[config.mk]
export PLATFORM = sky130hd
export DESIGN_NAME = fm_chip_timer_status_port
export DESIGN_NICKNAME = d
export VERILOG_FILES = /design/src/hdl/fmtsp_pkg.sv /design/src/hdl/fmtsp_timer.sv /design/src/hdl/fm_chip_timer_status_port.sv
export VERILOG_INCLUDE_DIRS = /design/src /design/src/hdl
export SDC_FILE = /design/constraint.sdc
export NUM_CORES = 1
export LEC_CHECK = 0
export BUFFER_PORTS_ARGS = -buffer_cell sky130_fd_sc_hd__buf_4
export CAP_MARGIN = 10
export CORE_MARGIN = 4
export CORE_UTILIZATION = 55
export CTS_CLUSTER_DIAMETER = 40
export DETAILED_ROUTE_END_ITERATION = 7
export GPL_TIMING_DRIVEN = 1
export HOLD_SLACK_MARGIN = 0.05
export PLACE_DENSITY = 0.86
export SETUP_SLACK_MARGIN = 0.02
export SLEW_MARGIN = 20
export SYNTH_ARGS = -nofsm -noshare
export SYNTH_HDL_FRONTEND = slang
export SYNTH_SLANG_ARGS = --single-unit
[constraint.sdc]
create_clock -name clock -period 9.9 [get_ports clock]
set_input_delay 1.98 -clock clock [delete_from_list [all_inputs] [get_ports clock]]
set_output_delay 1.98 -clock clock [all_outputs]
set_load 0.05 [all_outputs]
[src/hdl/fm_chip_timer_status_port_defines.svh]
// ----------------------------------------------------------------------------
// FM chip timer/status port: assertion macros
// Concurrent check macros shared by the RTL files; empty when SYNTH is set.
// ----------------------------------------------------------------------------
`ifndef FM_CHIP_TIMER_STATUS_PORT_DEFINES_SVH
`define FM_CHIP_TIMER_STATUS_PORT_DEFINES_SVH

`ifndef SYNTH

// property checked on every rising clock edge outside reset
`define FMTSP_ASSERT(lbl, clk, rst, prop) \
   lbl: assert property (@(posedge clk) disable iff (rst) (prop)) \
      else $error("fmtsp check failed");

// condition that must hold whenever the qualifier holds
`define FMTSP_ASSERT_IMPL(lbl, clk, rst, qual, cond) \
   lbl: assert property (@(posedge clk) disable iff (rst) (qual) |-> (cond)) \
      else $error("fmtsp check failed");

`else

`define FMTSP_ASSERT(lbl, clk, rst, prop)
`define FMTSP_ASSERT_IMPL(lbl, clk, rst, qual, cond)

`endif

`endif

[src/hdl/fmtsp_pkg.sv]
// ----------------------------------------------------------------------------
// FM chip timer/status port package
// Shared codes, constants and the timer control struct.
// ----------------------------------------------------------------------------
package fmtsp_pkg;

   localparam int CNT_W = 18;

   typedef enum logic [1:0] {
      REQ_WRITE = 2'd0,
      REQ_READ  = 2'd1,
      REQ_TICK  = 2'd2,
      REQ_NONE  = 2'd3
   } req_kind_type;

   typedef enum logic [1:0] {
      PORT_INDEX    = 2'd0,
      PORT_DATA     = 2'd1,
      PORT_INDEX_HI = 2'd2,
      PORT_DATA_HI  = 2'd3
   } port_type;

   localparam logic [1:0] CSR_OPL3_MODE = 2'd0;
   localparam logic [1:0] CSR_T1_PERIOD = 2'd1;
   localparam logic [1:0] CSR_T2_PERIOD = 2'd2;

   localparam logic [8:0] REG_TIMER1    = 9'h002;
   localparam logic [8:0] REG_TIMER2    = 9'h003;
   localparam logic [8:0] REG_TIMER_CTL = 9'h004;

   localparam logic [9:0] T1_PERIOD_RESET = 10'd80;
   localparam logic [9:0] T2_PERIOD_RESET = 10'd320;

   localparam logic [8:0]       TIMER_WRAP      = 9'h100;
   localparam logic [18:0]      SHORT_DELAY_MIN = 19'd100;
   localparam logic [CNT_W-1:0] ARM_MAX         = 18'd261889;

   localparam logic [7:0] STATUS_FAST    = 8'hC0;
   localparam logic [7:0] STATUS_SLOW    = 8'hA0;
   localparam logic [7:0] OPL2_SIGNATURE = 8'h06;
   localparam logic [7:0] FLOAT_BUS      = 8'hFF;

   // per-timer update request for one item
   typedef struct packed {
      logic       tick;        // count down one microsecond
      logic       value_we;    // store a new timer value
      logic       enable_we;   // load the enable from enable_bit
      logic       enable_bit;
      logic [7:0] data;        // new timer value
   } timer_ctl_type;

endpackage

[src/hdl/fmtsp_timer.sv]
// ----------------------------------------------------------------------------
// FM chip timer
// One countdown timer: value, enable, tick counter and arm arithmetic.
// ----------------------------------------------------------------------------
`include "fm_chip_timer_status_port_defines.svh"

module fmtsp_timer (
   input  logic                   clock,
   input  logic                   reset,
   input  fmtsp_pkg::timer_ctl_type ctl,
   input  logic [9:0]             period,
   output logic                   expired
);
   import fmtsp_pkg::*;

   logic [7:0]       value_ff, value_in;
   logic             enable_ff, enable_in;
   logic [CNT_W-1:0] remain_ff, remain_in;

   logic [7:0]       arm_value;
   logic [8:0]       span;
   logic [18:0]      product;
   logic [CNT_W-1:0] delay;
   logic [CNT_W-1:0] arm_count;

   // a value write arms with the new value, a control write with the stored one
   assign arm_value = ctl.value_we ? ctl.data : value_ff;
   assign span      = TIMER_WRAP - {1'b0, arm_value};
   assign product   = 19'(span) * 19'(period);
   assign delay     = (product < SHORT_DELAY_MIN) ? '0 : product[CNT_W-1:0];
   assign arm_count = delay + CNT_W'(1);

   always_comb begin
      value_in  = value_ff;
      enable_in = enable_ff;
      remain_in = remain_ff;
      if (ctl.tick) begin
         if (remain_ff != '0) begin
            remain_in = remain_ff - CNT_W'(1);
         end
      end else if (ctl.value_we) begin
         value_in = ctl.data;
         if (enable_ff) begin
            remain_in = arm_count;
         end
      end else if (ctl.enable_we) begin
         enable_in = ctl.enable_bit;
         if (ctl.enable_bit) begin
            remain_in = arm_count;
         end
      end
   end

   always_ff @(posedge clock) begin
      if (reset) begin
         value_ff  <= '0;
         enable_ff <= 1'b0;
         remain_ff <= '0;
      end else begin
         value_ff  <= value_in;
         enable_ff <= enable_in;
         remain_ff <= remain_in;
      end
   end

   assign expired = enable_ff && (remain_ff == '0);

   `FMTSP_ASSERT_IMPL(a_remain_bound, clock, reset, 1'b1, remain_ff <= ARM_MAX)
   `FMTSP_ASSERT_IMPL(a_tick_down, clock, reset, ctl.tick && (remain_ff != '0),
      ##1 (remain_ff == $past(remain_ff) - CNT_W'(1)))
   `FMTSP_ASSERT_IMPL(a_arm_nonzero, clock, reset,
      ctl.enable_we && ctl.enable_bit && !ctl.tick && !ctl.value_we,
      ##1 (enable_ff && remain_ff != '0))

endmodule

[src/hdl/fm_chip_timer_status_port.sv]
// ----------------------------------------------------------------------------
// FM chip timer/status port
// Host bus front end of an FM sound chip: index/data decode, two timers,
// status read and forwarding of synthesis register writes.
// ----------------------------------------------------------------------------
// Usage:
//   req_* carries one bus access or one microsecond tick per transfer.
//     req_tuser holds the kind (write, read, tick). req_tdata holds the port
//     offset, the written byte and the single-byte flag.
//   rsp_* returns exactly one result per request, in request order: the read
//     byte and, for a write to a non-timer register, the forwarded register
//     index and data (rsp_tuser flags a forwarded write).
//   csr_* writes the mode and the two timer periods; write only while idle.
// Path: a request accepted into the input register moves on to the result
//   register once the result register is free to load.
// Throughput: one transfer per cycle unless a held result stalls; each item's
//   decode and timer arm multiply fit between the input and result registers.
// Reset: timers disabled, counters, values and index cleared, OPL3 mode,
//   periods 80 and 320.
// Stall: a held result blocks only its register; the input register still
//   takes one more transfer, after which req_tready drops until rsp_tready.
// ----------------------------------------------------------------------------
`include "fm_chip_timer_status_port_defines.svh"

module fm_chip_timer_status_port (
   input  logic        clock,
   input  logic        reset,

   input  logic        req_tvalid,
   output logic        req_tready,
   input  logic [15:0] req_tdata,   // [1:0] port_offset, [9:2] write_data,
                                    // [10] single_byte, [15:11] zero
   input  logic [1:0]  req_tuser,   // [1:0] req_type

   output logic        rsp_tvalid,
   input  logic        rsp_tready,
   output logic [31:0] rsp_tdata,   // [7:0] read_data, [16:8] fwd_reg,
                                    // [24:17] fwd_data, [31:25] zero
   output logic        rsp_tuser,   // [0] fwd_valid

   input  logic        csr_we,
   input  logic [1:0]  csr_index,
   input  logic [9:0]  csr_wdata
);
   import fmtsp_pkg::*;

   // configuration registers
   logic       opl3_mode_ff;
   logic [9:0] t1_period_ff;
   logic [9:0] t2_period_ff;

   always_ff @(posedge clock) begin
      if (reset) begin
         opl3_mode_ff <= 1'b1;
         t1_period_ff <= T1_PERIOD_RESET;
         t2_period_ff <= T2_PERIOD_RESET;
      end else if (csr_we) begin
         unique case (csr_index)
            CSR_OPL3_MODE: opl3_mode_ff <= csr_wdata[0];
            CSR_T1_PERIOD: t1_period_ff <= csr_wdata;
            CSR_T2_PERIOD: t2_period_ff <= csr_wdata;
            default: ;
         endcase
      end
   end

   // input register
   logic         in_valid_ff, in_valid_in;
   req_kind_type in_kind_ff;
   port_type     in_port_ff;
   logic [7:0]   in_data_ff;
   logic         in_single_ff;

   // result register
   logic       rsp_valid_ff, rsp_valid_in;
   logic [7:0] rsp_read_ff, rsp_read_in;
   logic       rsp_fwd_ff, rsp_fwd_in;
   logic [8:0] rsp_reg_ff, rsp_reg_in;
   logic [7:0] rsp_fdata_ff, rsp_fdata_in;

   logic [8:0] sel_index_ff, sel_index_in;

   logic rsp_free;    // result register can load this cycle
   logic item_go;     // item in the input register is processed
   logic req_take;

   assign rsp_free   = !rsp_valid_ff || rsp_tready;
   assign item_go    = in_valid_ff && rsp_free;
   assign req_tready = !in_valid_ff || rsp_free;
   assign req_take   = req_tvalid && req_tready;

   assign in_valid_in  = req_take || (in_valid_ff && !rsp_free);
   assign rsp_valid_in = item_go || (rsp_valid_ff && !rsp_tready);

   always_ff @(posedge clock) begin
      if (reset) begin
         in_valid_ff  <= 1'b0;
         rsp_valid_ff <= 1'b0;
         sel_index_ff <= '0;
      end else begin
         in_valid_ff  <= in_valid_in;
         rsp_valid_ff <= rsp_valid_in;
         sel_index_ff <= sel_index_in;
      end
   end

   always_ff @(posedge clock) begin
      if (req_take) begin
         in_kind_ff   <= req_kind_type'(req_tuser);
         in_port_ff   <= port_type'(req_tdata[1:0]);
         in_data_ff   <= req_tdata[9:2];
         in_single_ff <= req_tdata[10];
      end
      if (item_go) begin
         rsp_read_ff  <= rsp_read_in;
         rsp_fwd_ff   <= rsp_fwd_in;
         rsp_reg_ff   <= rsp_reg_in;
         rsp_fdata_ff <= rsp_fdata_in;
      end
   end

   // timers
   timer_ctl_type fast_ctl, slow_ctl;
   logic          fast_expired, slow_expired;
   logic [7:0]    status;

   fmtsp_timer u_fast (
      .clock   (clock),
      .reset   (reset),
      .ctl     (fast_ctl),
      .period  (t1_period_ff),
      .expired (fast_expired)
   );

   fmtsp_timer u_slow (
      .clock   (clock),
      .reset   (reset),
      .ctl     (slow_ctl),
      .period  (t2_period_ff),
      .expired (slow_expired)
   );

   always_comb begin
      status = '0;
      if (fast_expired) status = status | STATUS_FAST;
      if (slow_expired) status = status | STATUS_SLOW;
      if (!opl3_mode_ff) status = status | OPL2_SIGNATURE;
   end

   // item decode
   always_comb begin
      sel_index_in = sel_index_ff;
      rsp_read_in  = '0;
      rsp_fwd_in   = 1'b0;
      rsp_reg_in   = '0;
      rsp_fdata_in = '0;
      fast_ctl     = '0;
      slow_ctl     = '0;
      fast_ctl.data = in_data_ff;
      slow_ctl.data = in_data_ff;
      if (item_go) begin
         unique case (in_kind_ff)
            REQ_WRITE: begin
               if (in_single_ff) begin
                  unique case (in_port_ff)
                     PORT_INDEX:    sel_index_in = {1'b0, in_data_ff};
                     PORT_INDEX_HI: sel_index_in = {1'b1, in_data_ff};
                     default: begin
                        unique case (sel_index_ff)
                           REG_TIMER1: fast_ctl.value_we = 1'b1;
                           REG_TIMER2: slow_ctl.value_we = 1'b1;
                           REG_TIMER_CTL: begin
                              // bit 7 stops both; otherwise bits 6/5 mask
                              fast_ctl.enable_we  = in_data_ff[7] || !in_data_ff[6];
                              fast_ctl.enable_bit = !in_data_ff[7] && in_data_ff[0];
                              slow_ctl.enable_we  = in_data_ff[7] || !in_data_ff[5];
                              slow_ctl.enable_bit = !in_data_ff[7] && in_data_ff[1];
                           end
                           default: begin
                              rsp_fwd_in   = 1'b1;
                              rsp_reg_in   = sel_index_ff;
                              rsp_fdata_in = in_data_ff;
                           end
                        endcase
                     end
                  endcase
               end
            end
            REQ_READ: begin
               if (in_single_ff) begin
                  rsp_read_in = (in_port_ff == PORT_INDEX) ? status : FLOAT_BUS;
               end
            end
            REQ_TICK: begin
               fast_ctl.tick = 1'b1;
               slow_ctl.tick = 1'b1;
            end
            default: ;
         endcase
      end
   end

   assign rsp_tvalid = rsp_valid_ff;
   assign rsp_tdata  = {7'd0, rsp_fdata_ff, rsp_reg_ff, rsp_read_ff};
   assign rsp_tuser  = rsp_fwd_ff;

   `FMTSP_ASSERT_IMPL(a_go_gives_rsp, clock, reset, item_go, ##1 rsp_tvalid)
   `FMTSP_ASSERT_IMPL(a_stall_full, clock, reset, !req_tready,
      in_valid_ff && rsp_valid_ff)
   `FMTSP_ASSERT_IMPL(a_fwd_not_timer, clock, reset, rsp_tvalid && rsp_tuser,
      rsp_reg_ff != REG_TIMER1 && rsp_reg_ff != REG_TIMER2 &&
      rsp_reg_ff != REG_TIMER_CTL && rsp_read_ff == '0)
   `FMTSP_ASSERT_IMPL(a_quiet_nofwd, clock, reset, rsp_tvalid && !rsp_tuser,
      rsp_reg_ff == '0 && rsp_fdata_ff == '0)

endmodule

# [After elaboration in Yosys (flattened, before gate mapping)]
# Index checks and enable logic that the tools add are counted.
[classes] magnitude_cmp=2 eq_ne=12 mux=35 reduce_logical=46 bitwise=6 multipliers=2 addsub=6
[op_table] operator="$mux W18" n=14
[op_table] operator="$mux W8" n=5
[op_table] operator="$lt A19 B7 Y1 const B" n=2
[op_table] operator="$mul A9 B10 Y19" n=2
[op_table] operator="$add A18 B1 Y18 const B" n=2
[op_table] operator="$logic_not A18 Y1" n=2
[op_table] operator="$reduce_bool A18 Y1" n=2
[op_table] operator="$sub A18 B1 Y18 const B" n=2
[op_table] operator="$mux W3" n=7
[op_table] operator="$eq A9 B2 Y1 const B" n=2
[op_table] operator="$pmux W9 S2" n=1
[op_table] operator="$sub A9 B8 Y9 const A" n=2
[op_table] operator="$reduce_and A4 Y1" n=3
[op_table] operator="$reduce_bool A3 Y1" n=4
[op_table] operator="$eq A9 B3 Y1 const B" n=1
[op_table] operator="$logic_and A1 B1 Y1" n=8
[op_table] operator="$mux W4" n=2
[op_table] operator="$reduce_and A2 Y1" n=4
[op_table] operator="$logic_not A1 Y1" n=7
[op_table] operator="$reduce_or A7 Y1" n=1
[op_table] operator="$eq A2 B2 Y1 const B" n=3
[op_table] operator="$logic_not A2 Y1" n=3
[op_table] operator="$logic_or A1 B1 Y1" n=6
[op_table] operator="$ne A3 B1 Y1 const B" n=2
[op_table] operator="other kinds (10)" n=22
[totals] out_inout_bits=35 regBits=125 inputBits=35 word_cells=129

# [Depth between registers and ports, before layout]
[logic_depth] depth_word=17 mapped_depth=35 mapped_depth_nobuf=34

# [Hierarchy]
# Synthesis repeated with hierarchy kept, for this count alone.
[hier_totals] cells_unflattened=1468 hier_area_um2=12867.3
[by_module_without_submodules] mod="fmtsp_timer at u_fast" cells_each=632 area_each_um2=5136.2 seq_area_each_um2=540.5 n_inst=1
[by_module_without_submodules] mod="fmtsp_timer at u_slow" cells_each=603 area_each_um2=4918.5 seq_area_each_um2=540.5 n_inst=1
[by_module_without_submodules] mod="fm_chip_timer_status_port" cells_each=233 area_each_um2=2812.7 seq_area_each_um2=1721.7 n_inst=1

# [Least setup slack after synthesis]
# OpenSTA, ideal clock, no wires.
[synth_path] path_kind="in2reg" start="in rsp_tready" end="reg u_fast.remain_ff[10]" setup_time_ns=0.128 path_slack_ns=-0.107 arrival_ns=9.880 path_buffers=1 cell_stages=34 required_ns=9.772 path_cell_list="nor2b_1 nand3b_4 nor4_4 mux2_2 clkbuf_1 inv_1 ha_1 nand2_1 nor2_1 xnor2_1 nand2b_1 fa_1 fa_1 inv_1 fa_1 inv_1 fa_1 inv_1 ha_1 and2_1 a21oi_1 o21ai_0 xnor2_1 and4b_1 nand4_1 or4b_1 and2_1 ha_1 and2_1 and4_1 nand2_1 xor2_1 a222oi_1 nor2_1"
[synth_via] elab_chain_cells=13 elab_cells_between_ends=19 cone_classes="add/sub (2); mul (1); order compare (1); eq/ne (2); mux (8); reduce/logical (5)"
[synth_lines] item="start: declaration" line="fm_chip_timer_status_port.sv:36" rtl="input logic rsp_tready,"
[synth_lines] item="$logic_or A1 B1 Y1 *" line="fm_chip_timer_status_port.sv:87" rtl="assign rsp_free = !rsp_valid_ff || rsp_tready;"
[synth_lines] item="$logic_and A1 B1 Y1 *" line="fm_chip_timer_status_port.sv:88" rtl="assign item_go = in_valid_ff && rsp_free;"
[synth_lines] item="$mux W4 *" line="fm_chip_timer_status_port.sv:161" rtl="if (item_go) begin"
[synth_lines] item="$mux W8"
[synth_lines] item="$sub A9 B8 Y9" line="fmtsp_timer.sv:28" rtl="assign span = TIMER_WRAP - {1'b0, arm_value};"
[synth_lines] item="$mul A9 B10 Y19" line="fmtsp_timer.sv:29" rtl="assign product = 19'(span) * 19'(period);"
[synth_lines] item="$lt A19 B7 Y1" line="fmtsp_timer.sv:30" rtl="assign delay = (product < SHORT_DELAY_MIN) ? '0 : product[CNT_W-1:0];"
[synth_lines] item="$mux W18" line="fmtsp_timer.sv:30"
[synth_lines] item="$add A18 B1 Y18" line="fmtsp_timer.sv:31" rtl="assign arm_count = delay + CNT_W'(1);"
[synth_lines] item="$mux W18" line="fmtsp_timer.sv:48" rtl="if (ctl.enable_bit) begin"
[synth_lines] item="$mux W18" line="fmtsp_timer.sv:46" rtl="end else if (ctl.enable_we) begin"
[synth_lines] item="$mux W18" line="fmtsp_timer.sv:41" rtl="end else if (ctl.value_we) begin"
[synth_lines] item="$mux W18" line="fmtsp_timer.sv:37" rtl="if (ctl.tick) begin"
[synth_lines] item="end signal: assignment" line="fmtsp_timer.sv:62" rtl="remain_ff <= remain_in;"
[synth_lines] item="end: declaration" line="fmtsp_timer.sv:18" rtl="logic [CNT_W-1:0] remain_ff, remain_in;"
# Mark *: on every way between the ends. The rest lies on a longest branch, timed or not. The select of a mux whose other input is x is not followed.
# A chain may end at the register's enable or synchronous reset.

# [Worst setup path in the final report]
# Same ends and word-level chain as after synthesis.

==> summary.md <==
| Metric | Value |
|---|---|
| Worst setup path start | `rsp_tready` |
| Area share of the leading cell type in the synthesized netlist | `18.0%` |
| # clock sinks | `122` |
| Crit path launch type | `input port` |
| Setup slack of the worst register-to-register path | `1310 ps` |
| Die Span X | `160 um` |
| Max stage delay cell, worst path | `sky130_fd_sc_hd__or4b_1` |
| Number of endpoints with negative hold slack in the final report | `0` |
| Vias post-DR | `11127` |
| Total clock buffers created by CTS | `17` |
| Critical path's most frequent cell | `sky130_fd_sc_hd__fa_1` |
| Clock-pin transition on the worst setup and hold timing paths | `60 ps` |
| FP Rows | `55` |
| Max Clock Freq | `106 MHz` |
| Number of fill cells | `1768` |
| RSZ-0062 raised after global routing | `yes` |
| Most instantiated library cell after synthesis | `sky130_fd_sc_hd__inv_1` |
| Part of the total power dissipated in combinational logic | `12.9%` |
| Leakage component of the power | `6.74 nW` |
| Total net switching power | `0.380 mW` |
| Number of levels in the clock H-tree | `4` |
| Drt wl/cell | `17.7 um` |
| Switching power share of the total | `27.0%` |
| Flop and latch count out of synthesis | `122` |
| Worst-case reg-to-reg path depth | `32` |
| CTS root buffer | `sky130_fd_sc_hd__clkbuf_16` |
| Remaining antenna violation count after routing | `0` |
| Synth area leaders | `sky130_fd_sc_hd__fa_1 (18%), sky130_fd_sc_hd__dfxtp_1 (14%), sky130_fd_sc_hd__edfxtp_1 (8.5%)` |
| Kind of capture point of the worst setup path | `flip-flop` |
| Remaining Overflow, GRT | `0` |
| Mean instance size in the synthesized netlist | `8.66 sq um` |
| Total number of nets in the final design | `1781` |
| Required @ worst endpoint | `10190 ps` |
| Sum of negative setup slack | `0 ps` |
| Wire length of the first global-routing pass | `53900 um` |
| Number of enable flip-flop cells after synthesis | `36` |
| WS Path Type | `input port to flip-flop` |
| Number of diodes added for antenna fixing | `0` |
| Maximum resistive drop on vdd | `0.106 mV` |
| Power density over cell area | `97.6 nW/um^2` |
| Worst hold path class | `flip-flop to flip-flop` |
| Transition time of the tightest slew-check pin | `914 ps` |
| Final Setup Violations | `0` |
| Number of max-cap violations | `0` |
| Library cell with the largest summed area after synthesis | `sky130_fd_sc_hd__fa_1` |
| Cell-internal power | `1.03 mW` |
| Synthesized instance count | `1468` |
| Pre-Repair DR Iteration Count | `5` |
| Number of buffers added on ports | `57` |
| Vias per Instance | `6.03` |
| Total routing usage reported by global routing | `25.2%` |
| End of the worst register-to-register path | `u_fast.remain_ff[10]` |
| Clk pwr share | `48.0%` |
| Largest net degree at the start of global routing | `52` |
| Total Power | `1.41 mW` |
| Share of async-settable or async-resettable flops after synthesis | `0%` |
| Slew HR | `38.9%` |
| Iteration-0 DRC Markers | `867` |
| Leading register cell type out of synthesis | `sky130_fd_sc_hd__dfxtp_1` |
| Result of the run | `finished, final reports clean` |
| Number of antenna violations at the first check in global routing | `0` |
| Vias in the first global route | `11358` |
| Effective utilization at floorplan | `56.0%` |
| Clock insertion delay at the later pin of the skew report | `420 ps` |
| Yosys Warn Count | `0` |
| Maximum fanout along the worst path | `11` |
| Area of the mapped netlist | `12700 sq um` |
| CP max stage delay | `600 ps` |
| Area added between synthesis and finish | `13.4%` |
| Share of the yosys chip area belonging to registers | `22.1%` |
| Top-level port count | `70` |
| DIE HEIGHT | `160 um` |
| Clock Tree Buf Depth | `2` |
| Max-slew violation total from the final report | `0` |
| Unique cell type count in the Yosys netlist | `84` |
| WL final | `32600 um` |
| Die Footprint | `25600 sq um` |
| Relative contribution of sequential cells to total power | `39.2%` |
| Startpoint of the most critical register-to-register path | `in_kind_ff[1]` |
| Clock tree from TritonCTS | `built` |
| Final worst clock skew | `12.2 ps` |
| Final weighted congestion in routability-driven placement | `0.956` |
| DRC violations left | `0` |
| Critical path destination | `u_fast.remain_ff[10]` |
| Area of the core | `22700 sq um` |
| Arrival time at the worst endpoint | `9770 ps` |
| Period Utilization, post-route | `95.7%` |
| Launch point of the worst hold path | `u_slow.remain_ff[9]` |
| Post-layout minimum cycle time | `9480 ps` |
| Layout cells sized above 1 | `12.0%` |
| Post-detailed-placement half-perimeter wirelength | `23600 um` |
| Cell types with the highest counts after synthesis | `sky130_fd_sc_hd__inv_1 (177), sky130_fd_sc_hd__nor2_1 (127), sky130_fd_sc_hd__fa_1 (114)` |
-- how the worst min path moves through the flow --
stage,end,slack (ps),cells past startpoint
CTS,u_slow.remain_ff[9],480,2
global placement,u_slow.remain_ff[9],460,2
finish,u_slow.remain_ff[9],480,2
global route,u_slow.remain_ff[9],530,2
floorplan,opl3_mode_ff,440,2
detailed placement,u_slow.remain_ff[9],470,2
-- metal layers --
metal / routed length, um / up-vias / track usage (%)
li1: - / 5117 / -
met1: 12500 / 5400 / 29.5
met2: 17000 / 483 / 46.3
met3: 1910 / 127 / 3.66
met4: 1240 / 0 / 10.0
met5: 0 / - / 0
-- what timing repair did --
action / in CTS / in global routing
hold buffers: 0 / 0
setup endpoints to repair: 0 / 11
setup buffers: 0 / 2
gates resized for setup: 0 / 11
-- critical path: cells and delay by family --
kind / cells / cell delay, ps
fa+ha+maj: 6 / 2620
simple gates: 12 / 2310
compound gates: 5 / 1330
buf+inv: 7 / 770
xor+xnor: 2 / 370
mux: 1 / 360
-- layout make-up --
cell class | instances | area (sq um) | area share (%)
Clock buffer | 19 | 443 | 3.07
Clock inverter | 13 | 193 | 1.34
Inverter | 177 | 664 | 4.61
Multi-Input combinational cell | 1109 | 9040 | 62.7
Sequential cell | 122 | 2800 | 19.4
Tap cell | 285 | 357 | 2.47
Timing Repair Buffer | 121 | 912 | 6.33
-- power by group through the flow --
stage	logic (mW)	clock network, mW	registers (mW)
after floorplan	0.118	0	0.565
after global placement	0.169	0	0.560
after detailed placement	0.174	0	0.560
after CTS	0.177	0.675	0.550
after global routing	0.195	0.698	0.552
final	0.181	0.674	0.551
-- state kept, by name, indices dropped and copies added, names as in the netlist, 2 cells and up --
name,cells
in_kind_ff,2
t2_period_ff,10
u_slow.value_ff,8
u_slow.remain_ff,18
u_fast.remain_ff,18
in_port_ff,2
rsp_reg_ff,9
sel_index_ff,9
rsp_fdata_ff,8
u_fast.value_ff,8
t1_period_ff,10
rsp_read_ff,5
in_data_ff,8
-- stage by stage --
stage	instances	instance area [sq um]	setup WS [ps]	utilization, %	hold WS [ps]
2_1_floorplan	1474	12700	29.7	-	442
3_3_place_gp	1812	13700	32.9	60.3	462
3_5_place_dp	1812	13700	-17.0	60.3	468
4_1_cts	1844	14300	276	63.1	476
5_1_grt	1846	14400	-20.9	63.5	528
6_report	1846	14400	422	63.5	482
-- cells by family after synthesis --
group	synth area share [%]
simple gates	22.9
buf+inv	7.49
compound gates	12.5
fa+ha+maj	26.2
flops	22.1
xor+xnor	4.32
mux	4.52
other cells	0.0295
-- cell usage in the layout (no fill, tap or decap), types with 6 or more instances in the layout --
master / synthesis / routed
sky130_fd_sc_hd__nand2_1: 107 / 107
sky130_fd_sc_hd__mux2_2: 8 / 8
sky130_fd_sc_hd__a211oi_1: 9 / 8
sky130_fd_sc_hd__nor4_1: 11 / 11
sky130_fd_sc_hd__clkbuf_16: 0 / 17
sky130_fd_sc_hd__ha_1: 84 / 84
sky130_fd_sc_hd__and2_1: 85 / 85
sky130_fd_sc_hd__inv_1: 177 / 177
sky130_fd_sc_hd__conb_1: 1 / 7
sky130_fd_sc_hd__fa_1: 114 / 114
sky130_fd_sc_hd__nor3_1: 32 / 31
sky130_fd_sc_hd__o22ai_1: 8 / 8
sky130_fd_sc_hd__o31ai_1: 6 / 6
sky130_fd_sc_hd__nor2b_1: 57 / 56
sky130_fd_sc_hd__nand2b_1: 16 / 16
sky130_fd_sc_hd__buf_4: 10 / 120
sky130_fd_sc_hd__dfxtp_1: 86 / 86
sky130_fd_sc_hd__o21ai_0: 45 / 44
sky130_fd_sc_hd__xor2_1: 24 / 23
sky130_fd_sc_hd__edfxtp_1: 36 / 36
sky130_fd_sc_hd__o211ai_1: 9 / 9
sky130_fd_sc_hd__nand3_1: 26 / 26
sky130_fd_sc_hd__nand3b_1: 9 / 9
sky130_fd_sc_hd__and3_1: 17 / 17
sky130_fd_sc_hd__a222oi_1: 7 / 7
sky130_fd_sc_hd__nor2_1: 127 / 127
sky130_fd_sc_hd__xnor2_1: 35 / 34
sky130_fd_sc_hd__mux2i_1: 47 / 46
sky130_fd_sc_hd__nand4_1: 19 / 19
sky130_fd_sc_hd__a21oi_1: 68 / 67
sky130_fd_sc_hd__nor3b_1: 9 / 9
sky130_fd_sc_hd__a21o_1: 18 / 18
Power figures use the tool's default switching activity.
